<file path="src/hw/rtl/sws_pkg.sv">
package sws_pkg;

    localparam int POINTS_DEF = 64;

    localparam int IDX_W    = 6;
    localparam int DISP_W   = 24;
    localparam int RATIO_W  = 15;
    localparam int NPTS_W   = 7;
    localparam int MODE_W   = 2;
    localparam int TDATA_W  = 32;

    // laplacian, product and accumulator widths
    localparam int LAP_W    = DISP_W + 2;
    localparam int PROD_W   = LAP_W + RATIO_W + 1;
    localparam int ACC_W    = PROD_W + 1;

    localparam int HALF_SHIFT = 15;
    localparam int FULL_SHIFT = 14;

    localparam int CFG_IDX_W  = 1;
    localparam int CFG_DATA_W = 15;

    localparam logic [CFG_IDX_W-1:0] CFG_COURANT = 1'b0;
    localparam logic [CFG_IDX_W-1:0] CFG_POINTS  = 1'b1;

    localparam logic [RATIO_W-1:0] RATIO_RST = 15'd16384;
    localparam logic [NPTS_W-1:0]  NPTS_RST  = 7'd64;
    localparam logic [NPTS_W-1:0]  NPTS_MIN  = 7'd3;

    localparam logic [MODE_W-1:0] MODE_LOAD = 2'd0;
    localparam logic [MODE_W-1:0] MODE_HALF = 2'd1;
    localparam logic [MODE_W-1:0] MODE_FULL = 2'd2;

    localparam logic signed [DISP_W-1:0] DISP_MAX = 24'sh7FFFFF;
    localparam logic signed [DISP_W-1:0] DISP_MIN = 24'sh800000;

    // read tag that travels alongside the row memory read data
    typedef struct packed {
        logic valid;
        logic half;
    } tag_t;

    // datapath status seen by the sequencer
    typedef struct packed {
        logic adv;
        logic busy;
    } pipe_stat_t;

endpackage

</file>
<file path="src/hw/rtl/sws_ram.sv">
module sws_ram #(
    parameter int WIDTH = sws_pkg::DISP_W,
    parameter int DEPTH = sws_pkg::POINTS_DEF
) (
    input  logic                     clk,
    input  logic                     we,
    input  logic [$clog2(DEPTH)-1:0] waddr,
    input  logic [WIDTH-1:0]         wdata,
    input  logic                     re,
    input  logic [$clog2(DEPTH)-1:0] raddr,
    output logic [WIDTH-1:0]         rdata
);

    logic [WIDTH-1:0] mem [DEPTH];

    always_ff @(posedge clk)
    begin
        if (we)
        begin
            mem[waddr] <= wdata;
        end
        if (re)
        begin
            rdata <= mem[raddr];
        end
    end

endmodule

</file>
<file path="src/hw/rtl/sws_ctrl.sv">
module sws_ctrl #(
    parameter int POINTS = sws_pkg::POINTS_DEF
) (
    input  logic                                clk,
    input  logic                                rst_n,
    input  logic                                in_valid,
    output logic                                in_ready,
    input  logic [sws_pkg::MODE_W-1:0]          in_mode,
    input  logic [sws_pkg::IDX_W-1:0]           in_idx,
    input  logic [sws_pkg::DISP_W-1:0]          in_disp,
    input  logic [$clog2(POINTS+1)-1:0]         n_eff,
    input  sws_pkg::pipe_stat_t                 stat,
    output logic                                rd_en,
    output logic [$clog2(POINTS)-1:0]           rd_addr,
    output sws_pkg::tag_t                       tag1,
    output logic [$clog2(POINTS+1)-1:0]         k1,
    output logic                                sel,
    output logic                                clr_we,
    output logic [$clog2(POINTS)-1:0]           clr_addr,
    output logic                                ld_we,
    output logic [$clog2(POINTS)-1:0]           ld_addr,
    output logic [sws_pkg::DISP_W-1:0]          ld_data
);

    localparam int AW = $clog2(POINTS);
    localparam int CW = $clog2(POINTS + 1);

    typedef enum logic [1:0] {
        ST_CLEAR,
        ST_IDLE,
        ST_SWEEP,
        ST_DRAIN
    } state_t;

    state_t         state_reg, state_next;
    logic [CW-1:0]  k_reg, k_next;
    logic [CW-1:0]  k1_reg, k1_next;
    sws_pkg::tag_t  tag1_reg, tag1_next;
    logic           sel_reg, sel_next;
    logic           half_reg, half_next;

    always_comb
    begin
        state_next = state_reg;
        k_next     = k_reg;
        k1_next    = k1_reg;
        tag1_next  = tag1_reg;
        sel_next   = sel_reg;
        half_next  = half_reg;
        if (stat.adv)
        begin
            tag1_next.valid = 1'b0;
        end
        unique case (state_reg)
            ST_CLEAR:
            begin
                k_next = k_reg + CW'(1);
                if (k_reg == CW'(POINTS - 1))
                begin
                    state_next = ST_IDLE;
                    k_next     = '0;
                end
            end
            ST_IDLE:
            begin
                if (in_valid)
                begin
                    case (in_mode) inside
                        sws_pkg::MODE_HALF, sws_pkg::MODE_FULL:
                        begin
                            half_next  = (in_mode == sws_pkg::MODE_HALF);
                            k_next     = '0;
                            state_next = ST_SWEEP;
                        end
                        default:
                        begin
                        end
                    endcase
                end
            end
            ST_SWEEP:
            begin
                if (stat.adv)
                begin
                    tag1_next.valid = 1'b1;
                    tag1_next.half  = half_reg;
                    k1_next         = k_reg;
                    k_next          = k_reg + CW'(1);
                    if (k_reg == CW'(POINTS))
                    begin
                        state_next = ST_DRAIN;
                    end
                end
            end
            ST_DRAIN:
            begin
                if (!stat.busy && !tag1_reg.valid)
                begin
                    state_next = ST_IDLE;
                    // rows rotate once the full step has landed
                    if (!half_reg)
                    begin
                        sel_next = !sel_reg;
                    end
                end
            end
        endcase
    end

    always_ff @(posedge clk or negedge rst_n)
    begin
        if (!rst_n)
        begin
            state_reg <= ST_CLEAR;
            k_reg     <= '0;
            k1_reg    <= '0;
            tag1_reg  <= '0;
            sel_reg   <= 1'b0;
            half_reg  <= 1'b0;
        end
        else
        begin
            state_reg <= state_next;
            k_reg     <= k_next;
            k1_reg    <= k1_next;
            tag1_reg  <= tag1_next;
            sel_reg   <= sel_next;
            half_reg  <= half_next;
        end
    end

    assign in_ready = (state_reg == ST_IDLE);
    assign rd_en    = (state_reg == ST_SWEEP) && stat.adv;
    assign rd_addr  = k_reg[AW-1:0];
    assign tag1     = tag1_reg;
    assign k1       = k1_reg;
    assign sel      = sel_reg;
    assign clr_we   = (state_reg == ST_CLEAR);
    assign clr_addr = k_reg[AW-1:0];

    // loads land only on interior points
    assign ld_we   = in_valid && in_ready && (in_mode == sws_pkg::MODE_LOAD)
                     && (in_idx != '0) && ((32'(in_idx) + 32'd1) < 32'(n_eff));
    assign ld_addr = AW'(in_idx);
    assign ld_data = in_disp;

endmodule

</file>
<file path="src/hw/rtl/sws_datapath.sv">
module sws_datapath #(
    parameter int POINTS = sws_pkg::POINTS_DEF
) (
    input  logic                                clk,
    input  logic                                rst_n,
    input  sws_pkg::tag_t                       tag1,
    input  logic [$clog2(POINTS+1)-1:0]         k1,
    input  logic [$clog2(POINTS+1)-1:0]         n_eff,
    input  logic [sws_pkg::RATIO_W-1:0]         ratio,
    input  logic signed [sws_pkg::DISP_W-1:0]   prev_rd,
    input  logic signed [sws_pkg::DISP_W-1:0]   cur_rd,
    output sws_pkg::pipe_stat_t                 stat,
    output logic                                wr_en,
    output logic                                wr_cur,
    output logic [$clog2(POINTS)-1:0]           wr_addr,
    output logic [sws_pkg::DISP_W-1:0]          wr_data,
    output logic                                out_valid,
    input  logic                                out_ready,
    output logic [sws_pkg::IDX_W-1:0]           out_idx,
    output logic [sws_pkg::DISP_W-1:0]          out_disp,
    output logic                                out_last
);

    localparam int AW     = $clog2(POINTS);
    localparam int DISP_W = sws_pkg::DISP_W;
    localparam int LAP_W  = sws_pkg::LAP_W;
    localparam int PROD_W = sws_pkg::PROD_W;
    localparam int ACC_W  = sws_pkg::ACC_W;
    localparam int HS     = sws_pkg::HALF_SHIFT;
    localparam int FS     = sws_pkg::FULL_SHIFT;

    logic adv;

    // stage 1: window over the source row
    logic signed [DISP_W-1:0] w1_reg, w2_reg, p1_reg;
    logic                     edge_pt;
    logic signed [DISP_W-1:0] src_m, oth_m;
    logic signed [LAP_W-1:0]  lap;
    logic signed [LAP_W-1:0]  base;
    logic signed [ACC_W-1:0]  base_ext;
    logic signed [ACC_W-1:0]  addend;
    logic                     pt_valid;

    // stage 2 and 3
    logic                     v2_reg, v3_reg;
    logic                     half2_reg, half3_reg;
    logic [AW-1:0]            i2_reg, i3_reg;
    logic signed [LAP_W-1:0]  lap2_reg;
    logic signed [ACC_W-1:0]  add2_reg, add3_reg;
    logic signed [PROD_W-1:0] prod3_reg;

    logic signed [ACC_W-1:0]  total;
    logic signed [ACC_W-1:0]  shifted;
    logic [DISP_W-1:0]        sat;
    logic                     interior;
    logic                     last;

    logic                     out_valid_reg;
    logic [sws_pkg::IDX_W-1:0] out_idx_reg;
    logic [DISP_W-1:0]        out_disp_reg;
    logic                     out_last_reg;

    assign adv = !out_valid_reg || out_ready;

    // fixed ends read as zero
    assign edge_pt  = (k1 == '0) || ((32'(k1) + 32'd1) >= 32'(n_eff));
    assign src_m    = edge_pt ? '0 : (tag1.half ? prev_rd : cur_rd);
    assign oth_m    = edge_pt ? '0 : prev_rd;
    assign pt_valid = tag1.valid && (k1 != '0);

    always_comb
    begin
        lap      = LAP_W'(w2_reg) + LAP_W'(src_m) - (LAP_W'(w1_reg) <<< 1);
        base     = tag1.half ? LAP_W'(w1_reg) : ((LAP_W'(w1_reg) <<< 1) - LAP_W'(p1_reg));
        base_ext = ACC_W'(base);
        // rounding bias sits below the shifted base
        if (tag1.half)
        begin
            addend = (base_ext <<< HS) | (ACC_W'(1) << (HS - 1));
        end
        else
        begin
            addend = (base_ext <<< FS) | (ACC_W'(1) << (FS - 1));
        end
    end

    always_comb
    begin
        total   = ACC_W'(prod3_reg) + add3_reg;
        shifted = half3_reg ? (total >>> HS) : (total >>> FS);
        if ((shifted[ACC_W-1:DISP_W-1] == '0) || (shifted[ACC_W-1:DISP_W-1] == '1))
        begin
            sat = shifted[DISP_W-1:0];
        end
        else if (shifted[ACC_W-1])
        begin
            sat = sws_pkg::DISP_MIN;
        end
        else
        begin
            sat = sws_pkg::DISP_MAX;
        end
        interior = (i3_reg != '0) && ((32'(i3_reg) + 32'd1) < 32'(n_eff));
        last     = ((32'(i3_reg) + 32'd2) == 32'(n_eff));
    end

    always_ff @(posedge clk or negedge rst_n)
    begin
        if (!rst_n)
        begin
            v2_reg        <= 1'b0;
            v3_reg        <= 1'b0;
            out_valid_reg <= 1'b0;
        end
        else if (adv)
        begin
            v2_reg        <= pt_valid;
            v3_reg        <= v2_reg;
            out_valid_reg <= v3_reg && interior;
        end
    end

    always_ff @(posedge clk)
    begin
        if (adv)
        begin
            if (tag1.valid)
            begin
                w1_reg <= src_m;
                w2_reg <= w1_reg;
                p1_reg <= oth_m;
            end
            half2_reg    <= tag1.half;
            i2_reg       <= AW'(k1 - 1'b1);
            lap2_reg     <= lap;
            add2_reg     <= addend;
            half3_reg    <= half2_reg;
            i3_reg       <= i2_reg;
            prod3_reg    <= lap2_reg * $signed({1'b0, ratio});
            add3_reg     <= add2_reg;
            out_idx_reg  <= sws_pkg::IDX_W'(i3_reg);
            out_disp_reg <= sat;
            out_last_reg <= last;
        end
    end

    // full step rewrites the whole row, zero outside the interior
    assign wr_en   = adv && v3_reg && (interior || !half3_reg);
    assign wr_cur  = half3_reg;
    assign wr_addr = i3_reg;
    assign wr_data = interior ? sat : '0;

    assign stat.adv  = adv;
    assign stat.busy = v2_reg || v3_reg;

    assign out_valid = out_valid_reg;
    assign out_idx   = out_idx_reg;
    assign out_disp  = out_disp_reg;
    assign out_last  = out_last_reg;

endmodule

</file>
<file path="src/hw/rtl/string_wave_stencil_step_unit.sv">
// Leapfrog stencil engine for a vibrating string with fixed ends. Two row
// memories hold the previous and current displacements (signed Q3.20); a
// request with tuser 0 loads one interior point of the previous row, tuser 1
// forms the first half step into the current row, tuser 2 forms a full step
// and rotates the rows by swapping the roles of the two memories. Step
// requests stream one result per interior point, ascending, with tlast on
// the last one; results saturate. A load or an unused code leaves it idle.
// A step sweeps all POINTS entries of the rows at one point per cycle,
// while m_tready does not hold the output, through a four-stage read,
// multiply and write-back pipeline. After reset both rows are cleared,
// during which s_tready stays low. Configuration writes (index 0
// courant_ratio, 1 active_points) are taken at any time, but the user must
// send them only while no request is in flight; the block does not enforce it.
module string_wave_stencil_step_unit #(
    parameter int POINTS = sws_pkg::POINTS_DEF
) (
    input  logic                              clk,
    input  logic                              rst_n,
    input  logic                              s_tvalid,
    output logic                              s_tready,
    input  logic [sws_pkg::TDATA_W-1:0]       s_tdata,   // point_index, displacement, pad
    input  logic [sws_pkg::MODE_W-1:0]        s_tuser,   // mode
    output logic                              m_tvalid,
    input  logic                              m_tready,
    output logic [sws_pkg::TDATA_W-1:0]       m_tdata,   // point_index_res, new_displacement, pad
    output logic                              m_tlast,
    input  logic                              cfg_valid,
    output logic                              cfg_ready,
    input  logic [sws_pkg::CFG_IDX_W-1:0]     cfg_index,
    input  logic [sws_pkg::CFG_DATA_W-1:0]    cfg_data
);

    localparam int AW     = $clog2(POINTS);
    localparam int CW     = $clog2(POINTS + 1);
    localparam int DISP_W = sws_pkg::DISP_W;
    localparam int IDX_W  = sws_pkg::IDX_W;

    logic [sws_pkg::RATIO_W-1:0] ratio_reg;
    logic [sws_pkg::NPTS_W-1:0]  npts_reg;
    logic [CW-1:0]               n_eff;

    sws_pkg::pipe_stat_t stat;
    sws_pkg::tag_t       tag1;
    logic [CW-1:0]       k1;
    logic                rd_en;
    logic [AW-1:0]       rd_addr;
    logic                sel;
    logic                clr_we;
    logic [AW-1:0]       clr_addr;
    logic                ld_we;
    logic [AW-1:0]       ld_addr;
    logic [DISP_W-1:0]   ld_data;

    logic                dp_we;
    logic                dp_cur;
    logic [AW-1:0]       dp_addr;
    logic [DISP_W-1:0]   dp_data;
    logic                dp_mem1;

    logic [DISP_W-1:0]   rd0, rd1;
    logic                we0, we1;
    logic [AW-1:0]       waddr;
    logic [DISP_W-1:0]   wdata;

    logic [IDX_W-1:0]    out_idx;
    logic [DISP_W-1:0]   out_disp;

    assign cfg_ready = 1'b1;

    always_ff @(posedge clk or negedge rst_n)
    begin
        if (!rst_n)
        begin
            ratio_reg <= sws_pkg::RATIO_RST;
            npts_reg  <= sws_pkg::NPTS_RST;
        end
        else if (cfg_valid && cfg_ready)
        begin
            unique case (cfg_index)
                sws_pkg::CFG_COURANT: ratio_reg <= cfg_data[sws_pkg::RATIO_W-1:0];
                sws_pkg::CFG_POINTS:  npts_reg  <= cfg_data[sws_pkg::NPTS_W-1:0];
            endcase
        end
    end

    always_comb
    begin
        if (npts_reg < sws_pkg::NPTS_MIN)
        begin
            n_eff = CW'(3);
        end
        else if (32'(npts_reg) > 32'(POINTS))
        begin
            n_eff = CW'(POINTS);
        end
        else
        begin
            n_eff = CW'(npts_reg);
        end
    end

    sws_ctrl #(
        .POINTS(POINTS)
    ) u_ctrl (
        .clk      (clk),
        .rst_n    (rst_n),
        .in_valid (s_tvalid),
        .in_ready (s_tready),
        .in_mode  (s_tuser),
        .in_idx   (s_tdata[IDX_W-1:0]),
        .in_disp  (s_tdata[IDX_W+DISP_W-1:IDX_W]),
        .n_eff    (n_eff),
        .stat     (stat),
        .rd_en    (rd_en),
        .rd_addr  (rd_addr),
        .tag1     (tag1),
        .k1       (k1),
        .sel      (sel),
        .clr_we   (clr_we),
        .clr_addr (clr_addr),
        .ld_we    (ld_we),
        .ld_addr  (ld_addr),
        .ld_data  (ld_data)
    );

    // previous row lives in memory sel, current row in the other
    sws_datapath #(
        .POINTS(POINTS)
    ) u_datapath (
        .clk       (clk),
        .rst_n     (rst_n),
        .tag1      (tag1),
        .k1        (k1),
        .n_eff     (n_eff),
        .ratio     (ratio_reg),
        .prev_rd   (sel ? rd1 : rd0),
        .cur_rd    (sel ? rd0 : rd1),
        .stat      (stat),
        .wr_en     (dp_we),
        .wr_cur    (dp_cur),
        .wr_addr   (dp_addr),
        .wr_data   (dp_data),
        .out_valid (m_tvalid),
        .out_ready (m_tready),
        .out_idx   (out_idx),
        .out_disp  (out_disp),
        .out_last  (m_tlast)
    );

    assign dp_mem1 = dp_cur ^ sel;

    assign we0   = clr_we || (ld_we && !sel) || (dp_we && !dp_mem1);
    assign we1   = clr_we || (ld_we && sel) || (dp_we && dp_mem1);
    assign waddr = clr_we ? clr_addr : (ld_we ? ld_addr : dp_addr);
    assign wdata = clr_we ? '0 : (ld_we ? ld_data : dp_data);

    sws_ram #(
        .WIDTH(DISP_W),
        .DEPTH(POINTS)
    ) u_mem0 (
        .clk   (clk),
        .we    (we0),
        .waddr (waddr),
        .wdata (wdata),
        .re    (rd_en),
        .raddr (rd_addr),
        .rdata (rd0)
    );

    sws_ram #(
        .WIDTH(DISP_W),
        .DEPTH(POINTS)
    ) u_mem1 (
        .clk   (clk),
        .we    (we1),
        .waddr (waddr),
        .wdata (wdata),
        .re    (rd_en),
        .raddr (rd_addr),
        .rdata (rd1)
    );

    assign m_tdata = {(sws_pkg::TDATA_W - IDX_W - DISP_W)'(0), out_disp, out_idx};

    // fixed ends are never reported; this checks point 0
    a_interior_only: assert property (@(posedge clk) disable iff (!rst_n)
        m_tvalid |-> (m_tdata[IDX_W-1:0] != '0))
        else $error("end point reported");

    a_idle_empty: assert property (@(posedge clk) disable iff (!rst_n)
        s_tready |-> !(stat.busy || tag1.valid))
        else $error("request accepted with step in flight");

    a_one_writer: assert property (@(posedge clk) disable iff (!rst_n)
        $countones({clr_we, ld_we, dp_we}) <= 1)
        else $error("row memory write collision");

endmodule

</file>
<file path="config.mk">
export PLATFORM = sky130hd
export DESIGN_NAME = string_wave_stencil_step_unit
export DESIGN_NICKNAME = d
export VERILOG_FILES = /design/src/hw/rtl/sws_pkg.sv /design/src/hw/rtl/sws_ram.sv /design/src/hw/rtl/sws_ctrl.sv /design/src/hw/rtl/sws_datapath.sv /design/src/hw/rtl/string_wave_stencil_step_unit.sv
export SDC_FILE = /design/constraint.sdc
export NUM_CORES = 2
export LEC_CHECK = 0
export ABC_AREA = 1
export BUFFER_PORTS_ARGS = -buffer_cell sky130_fd_sc_hd__buf_2
export CORE_UTILIZATION = 55
export CTS_CLUSTER_SIZE = 8
export DETAILED_ROUTE_END_ITERATION = 8
export PLACE_DENSITY = 0.78
export RECOVER_POWER = 100
export SYNTH_ARGS = -nofsm -noshare
export SYNTH_HDL_FRONTEND = slang
export SYNTH_SLANG_ARGS = --single-unit
export TNS_END_PERCENT = 1
</file>
<file path="constraint.sdc">
create_clock -name clk -period 13.5 [get_ports clk]
set_clock_uncertainty 0.1 [all_clocks]
set_input_delay 1.35 -clock clk [delete_from_list [all_inputs] [get_ports clk]]
set_output_delay 1.35 -clock clk [all_outputs]
set_load 0.01 [all_outputs]
</file>
Word level (Yosys, flattened, before mapping)
Memory sizes are Yosys's and may differ from the RTL's. A register that Yosys moved wholly into a read port is not among the register bits. Index checks and enable logic that the tools add are counted.

Register bits: 312. RAM bits: 3072. Input port bits: 55. Output and inout bits: 36. Word-level logic and storage cells: 145. Memories kept: 2.

$add $sub $neg: 10. Multiply operators: 1. Magnitude comparators: 5. Equality and inequality tests: 15. Mux-type cells: 35. Bitwise gates (word level): 3. Reduce and logical (&&, ||, !) cells: 47.

Memories: u_mem0.mem (depth 64, bits a word 24, rd ports 1, clocked after memory_dff 1, wr ports 1, line sws_ram.sv:14) `logic [WIDTH-1:0] mem [DEPTH];`; u_mem1.mem (depth 64, bits a word 24, rd ports 1, clocked after memory_dff 1, wr ports 1, line sws_ram.sv:14).

Operators by type and width (count): 2-to-1 mux 24 bit (9); < comparator 32 x 7 -> 1 bit (2); adder 42 x 41 -> 43 bit (1); multiplier 26 x 16 -> 42 bit (1); 2-to-1 mux 7 bit (6); 2-to-1 mux 40 bit (1); equality test 32 x 7 -> 1 bit (1); >= comparator 32 x 7 -> 1 bit (1); 2-to-1 mux 28 bit (1); 2-to-1 mux 26 bit (1); subtractor 25 x 24 -> 26 bit (1); subtractor 25 x 25 -> 26 bit (1); adder 24 x 24 -> 25 bit (1); one-hot mux 7 bit (3 select lines) (1); equality test 20 bit, second input constant (1); zero test 20 bit (1); 2-to-1 mux 2 bit (8); logical AND 1 bit (15); adder 6 x 1 -> 7 bit, second input constant (2); 2-to-1 mux 6 bit (2); nonzero test 6 bit (2); logical OR 1 bit (9); adder 7 x 1 -> 8 bit, second input constant (1); inequality test 2 x 1 -> 1 bit, second input constant (4); 24 further kinds (43).

Logic depth before layout (Yosys ltp)
Depth in word-level cells: 11. Gate-level depth with buffers: 31. Depth with buffers taken out: 29.

Hierarchy
From an unflattened synthesis, not the netlist that was laid out.

Cell total of the unflattened synthesis: 14547. Area, all modules: 159032.5 µm².

Modules (own cells, without submodules): sws_ram (times used 2, cells an instance 5230, area an instance 62995.4 µm², sequential area each 46844.9 µm²); sws_datapath (times used 1, cells an instance 3501, area an instance 29117.9 µm², sequential area each 6921.6 µm²); string_wave_stencil_step_unit (times used 1, cells an instance 359, area an instance 2104.5 µm², sequential area each 553.0 µm²); sws_ctrl (times used 1, cells an instance 227, area an instance 1819.2 µm², sequential area each 500.5 µm²).

Worst setup path after synthesis
Ideal clock, no wire load.

Path kind: input to register. Start: input port m_tready. End: memory u_mem1.mem[23][0] in the netlist's numbering, enable pin. Library setup time: 0.435 ns. Arrival: 7.135 ns. Required time: 12.965 ns. Slack: 5.830 ns. Cell stages on the path: 7. Buffers on the path: 1. Path through: nor2_1 > inv_1 > nand3_1 > o211ai_1 > inv_2 > buf_1 > nor3_1.

Cells in the longest elaborated chain, start to end: 7.

Ends and longest elaborated chain: start: declaration (line string_wave_stencil_step_unit.sv:24) `input logic m_tready,`; logical OR 1 bit (line sws_datapath.sv:63) `assign adv = !out_valid_reg || out_ready;`; logical AND 1 bit (2 in a row) (line sws_datapath.sv:148) `assign wr_en = adv && v3_reg && (interior || !half3_reg);`; logical AND 1 bit (line string_wave_stencil_step_unit.sv:153) `assign we1 = clr_we || (ld_we && sel) || (dp_we && dp_mem1);`; logical OR 1 bit (line string_wave_stencil_step_unit.sv:153); 2-to-1 mux 1 bit (line sws_ram.sv:18) `if (we)`; 2-to-1 mux 1 bit (implied by the code) (line sws_ram.sv:20) `mem[waddr] <= wdata;`; end: declaration (line sws_ram.sv:14).

No other way between the ends.

==> impl_metrics.env <==
export IMPL_netlist_instances=12600
export IMPL_grt_usage=0.292
export IMPL_hold_buffers=0
export IMPL_startpoint_type="flip-flop"
export IMPL_grt_pass1_wl_um=612000
export IMPL_criticalPathCategory="reg -> reg"
export IMPL_syn_area_um2=153000
export IMPL_initial_utilization=0.552
export IMPL_synth_compound_area_frac=0.117
export IMPL_required_ns=14.00
export IMPL_crit_chain="buf_12, clkbuf_1, clkbuf_1, buf_12, buf_4, o21ai_0, o221ai_1, nand3_1, a31oi_1, a221oi_1, o21ai_0"
export IMPL_dieArea_um2=280000
export IMPL_core_area_um2=276000
export IMPL_synth_seq_cells=3393
export IMPL_grt_pass1_vias=100000
export IMPL_synth_top_family_by_area="compound AO/OA/AOI/OAI gates"
export IMPL_violations="max-capacitance violations, max-slew violations"
export IMPL_worstHoldPathType="reg -> reg"
export IMPL_cts_max_level=5
export IMPL_tightest_slew_ns=4.68
export IMPL_synth_xor_area_frac=0.00666
export IMPL_finalHoldViolCount=0
export IMPL_status="finished, violations left"
export IMPL_synth_enable_flop_cells=3348
export IMPL_post_route_min_period_ns=9.86
export IMPL_ant_nets=0
export IMPL_fp_dieW_um=529
export IMPL_synthAdderAreaFrac=0.0701
export IMPL_cpMaxStageDelayCell="clkbuf_1"
export IMPL_synth_seq_area_share=0.666
export IMPL_viasPerCell=6.30
export IMPL_synthToLayoutAreaGrowth_pct=10.6
export IMPL_rows=193
export IMPL_timing_final_crit_share=0.730
export IMPL_die_h_um=529
export IMPL_hpwl_um=235000
export IMPL_tns_ns=0
export IMPL_clkSinkCount=3393
export IMPL_gp_congestion=0.956
export IMPL_overflow=0
export IMPL_synth_simple_gate_area_share=0.0939
export IMPL_ctsResizeCount=0
export IMPL_tritoncts="done"
export IMPL_fin_nets=13300
export IMPL_insertion_delay_ns=0.94
export IMPL_max_cap_violations=170
export IMPL_drcViolationCount=0
export IMPL_num_vias=104000
export IMPL_maxSlewViolCount=6415
export IMPL_fmax_ghz=0.101
export IMPL_drt_pass1_iter_count=7
export IMPL_postCtsSetupBuffers=0
export IMPL_cts_root_buf="clkbuf_16"
export IMPL_wl_per_cell_um=25.2
export IMPL_clk_path_buf_depth=4
export IMPL_setup_ws_ns=3.64
export IMPL_n_fill_cell=20000
export IMPL_slew_headroom=-2.12
export IMPL_first_iter_violations=15500
export IMPL_yosysWarnings=0
export IMPL_synth_mux_area_frac=0.000853
export IMPL_drive_above_1_share=0.0637
export IMPL_endpoint_kind="flip-flop"
export IMPL_yosysUniqueCellTypes=66
export IMPL_antenna_found_initial=18
export IMPL_num_io_pins=91
export IMPL_clkTransAtPathRegs_ns=0.05
export IMPL_cts_buffers=466
export IMPL_async_flop_share=0.0133
export IMPL_grt_max_degree=178
export IMPL_io_buffer_count=85
export IMPL_cp_arrival_ns=10.36
export IMPL_crit_path_max_incr_delay_ns=2.65
export IMPL_crit_fanout=167
export IMPL_rsz0062_at_grt="false"
export IMPL_wl_um=415000
export IMPL_syn_area_per_cell_um2=12.1
export IMPL_synthFlopType="edfxtp_1"
export IMPL_finalSetupViolCount=0
export IMPL_pre_cts_ws_ns=6.89
through the flow:
| stage | hold slack, ns | cell area, um^2 | util | cells |
|---|---|---|---|---|
| after floorplan | 0.300 | 153000 | - | 12600 |
| after global placement | 0.300 | 158000 | 0.571 | 15900 |
| after detailed placement | 0.305 | 158000 | 0.571 | 15900 |
| after CTS | 0.300 | 170000 | 0.615 | 16400 |
| after global routing | 0.309 | 169000 | 0.611 | 16400 |
| final | 0.297 | 169000 | 0.611 | 16400 |
placed cells by master, fill, tap and decap left out, types with 8 or more instances in the layout:
cell | netlist | layout
a21o_1 | 9 | 9
a21oi_1 | 262 | 242
a21oi_4 | 0 | 21
a221oi_1 | 26 | 26
a22o_1 | 23 | 23
a31oi_1 | 75 | 75
buf_12 | 0 | 17
buf_2 | 98 | 51
buf_4 | 11 | 106
clkbuf_1 | 641 | 227
clkbuf_16 | 0 | 468
dfrtp_1 | 43 | 39
edfxtp_1 | 3348 | 3348
fa_1 | 401 | 401
ha_1 | 213 | 212
inv_1 | 979 | 976
mux2_2 | 8 | 8
nand2_1 | 1290 | 1290
nand2_2 | 9 | 9
nand3_1 | 242 | 245
nand4_1 | 50 | 50
nor2_1 | 1876 | 1842
nor2_2 | 5 | 37
nor3_1 | 74 | 72
nor3_2 | 10 | 10
o211ai_1 | 116 | 116
o21a_1 | 15 | 15
o21ai_0 | 1742 | 1742
o21bai_1 | 14 | 14
o221ai_1 | 205 | 205
o22ai_1 | 548 | 548
or2_2 | 14 | 14
xnor2_1 | 42 | 41
xor2_1 | 74 | 74
worst max-delay path, delay by kind of cell (launching register included):
kind	cells	cell delay [ns]
compound gates	5	1.50
flops	1	0.75
simple gates	1	0.11
buf+inv	5	6.91
synthesized netlist by cell type, types with 205 or more instances:
master,n,share of area
edfxtp_1,3348,0.66
nor2_1,1876,0.046
o21ai_0,1742,0.057
nand2_1,1290,0.032
inv_1,979,0.024
clkbuf_1,641,0.016
o22ai_1,548,0.022
fa_1,401,0.053
a21oi_1,262,0.0086
nand3_1,242,0.0079
ha_1,213,0.017
o221ai_1,205,0.012
final cells by class:
class / instances / area (um^2) / area share
antenna: 5 / 12.5 / 0.0000741
clock buffer: 499 / 11800 / 0.0702
clock inverter: 21 / 385 / 0.00228
inverter: 993 / 3770 / 0.0223
multi-input combinational: 7450 / 44400 / 0.263
sequential: 3393 / 102000 / 0.602
tap: 3705 / 4640 / 0.0275
timing repair buffer: 372 / 2130 / 0.0126
per-layer routing:
metal  part of all wire  GRT usage
met5            0.00076    0.00554
met4              0.049      0.137
met3               0.13     0.0646
met2               0.47      0.467
met1               0.35      0.381
cells by family after synthesis:
logic type,after synthesis
multiplexers,12
AND/OR/NAND/NOR,3601
XOR/XNOR,116
adder cells (fa/ha/maj),614
other,2
buffers and inverters,1773
flip-flops,3393
AO/OA/AOI/OAI,3104
path summary, 6_finish.rpt:
kind	startpoint	endpoint	slack, ns	cells past startpoint
worst max-delay path	u_ctrl.k_reg[0]	u_mem0.rdata[3]	3.64	11
worst min-delay path	u_datapath.add2_reg[25]	u_datapath.add3_reg[25]	0.30	0
worst max register to register	u_ctrl.k_reg[0]	u_mem0.rdata[3]	3.64	11
worst min register to register	u_datapath.add2_reg[25]	u_datapath.add3_reg[25]	0.30	0
max in group asynchronous	rst_n	u_ctrl.k_reg[1]	10.04	2
min in group asynchronous	rst_n	ratio_reg[6]	1.29	2
Power is not shown: default switching activity piles up to over one toggle a cycle in this logic, so the estimate is an artifact.
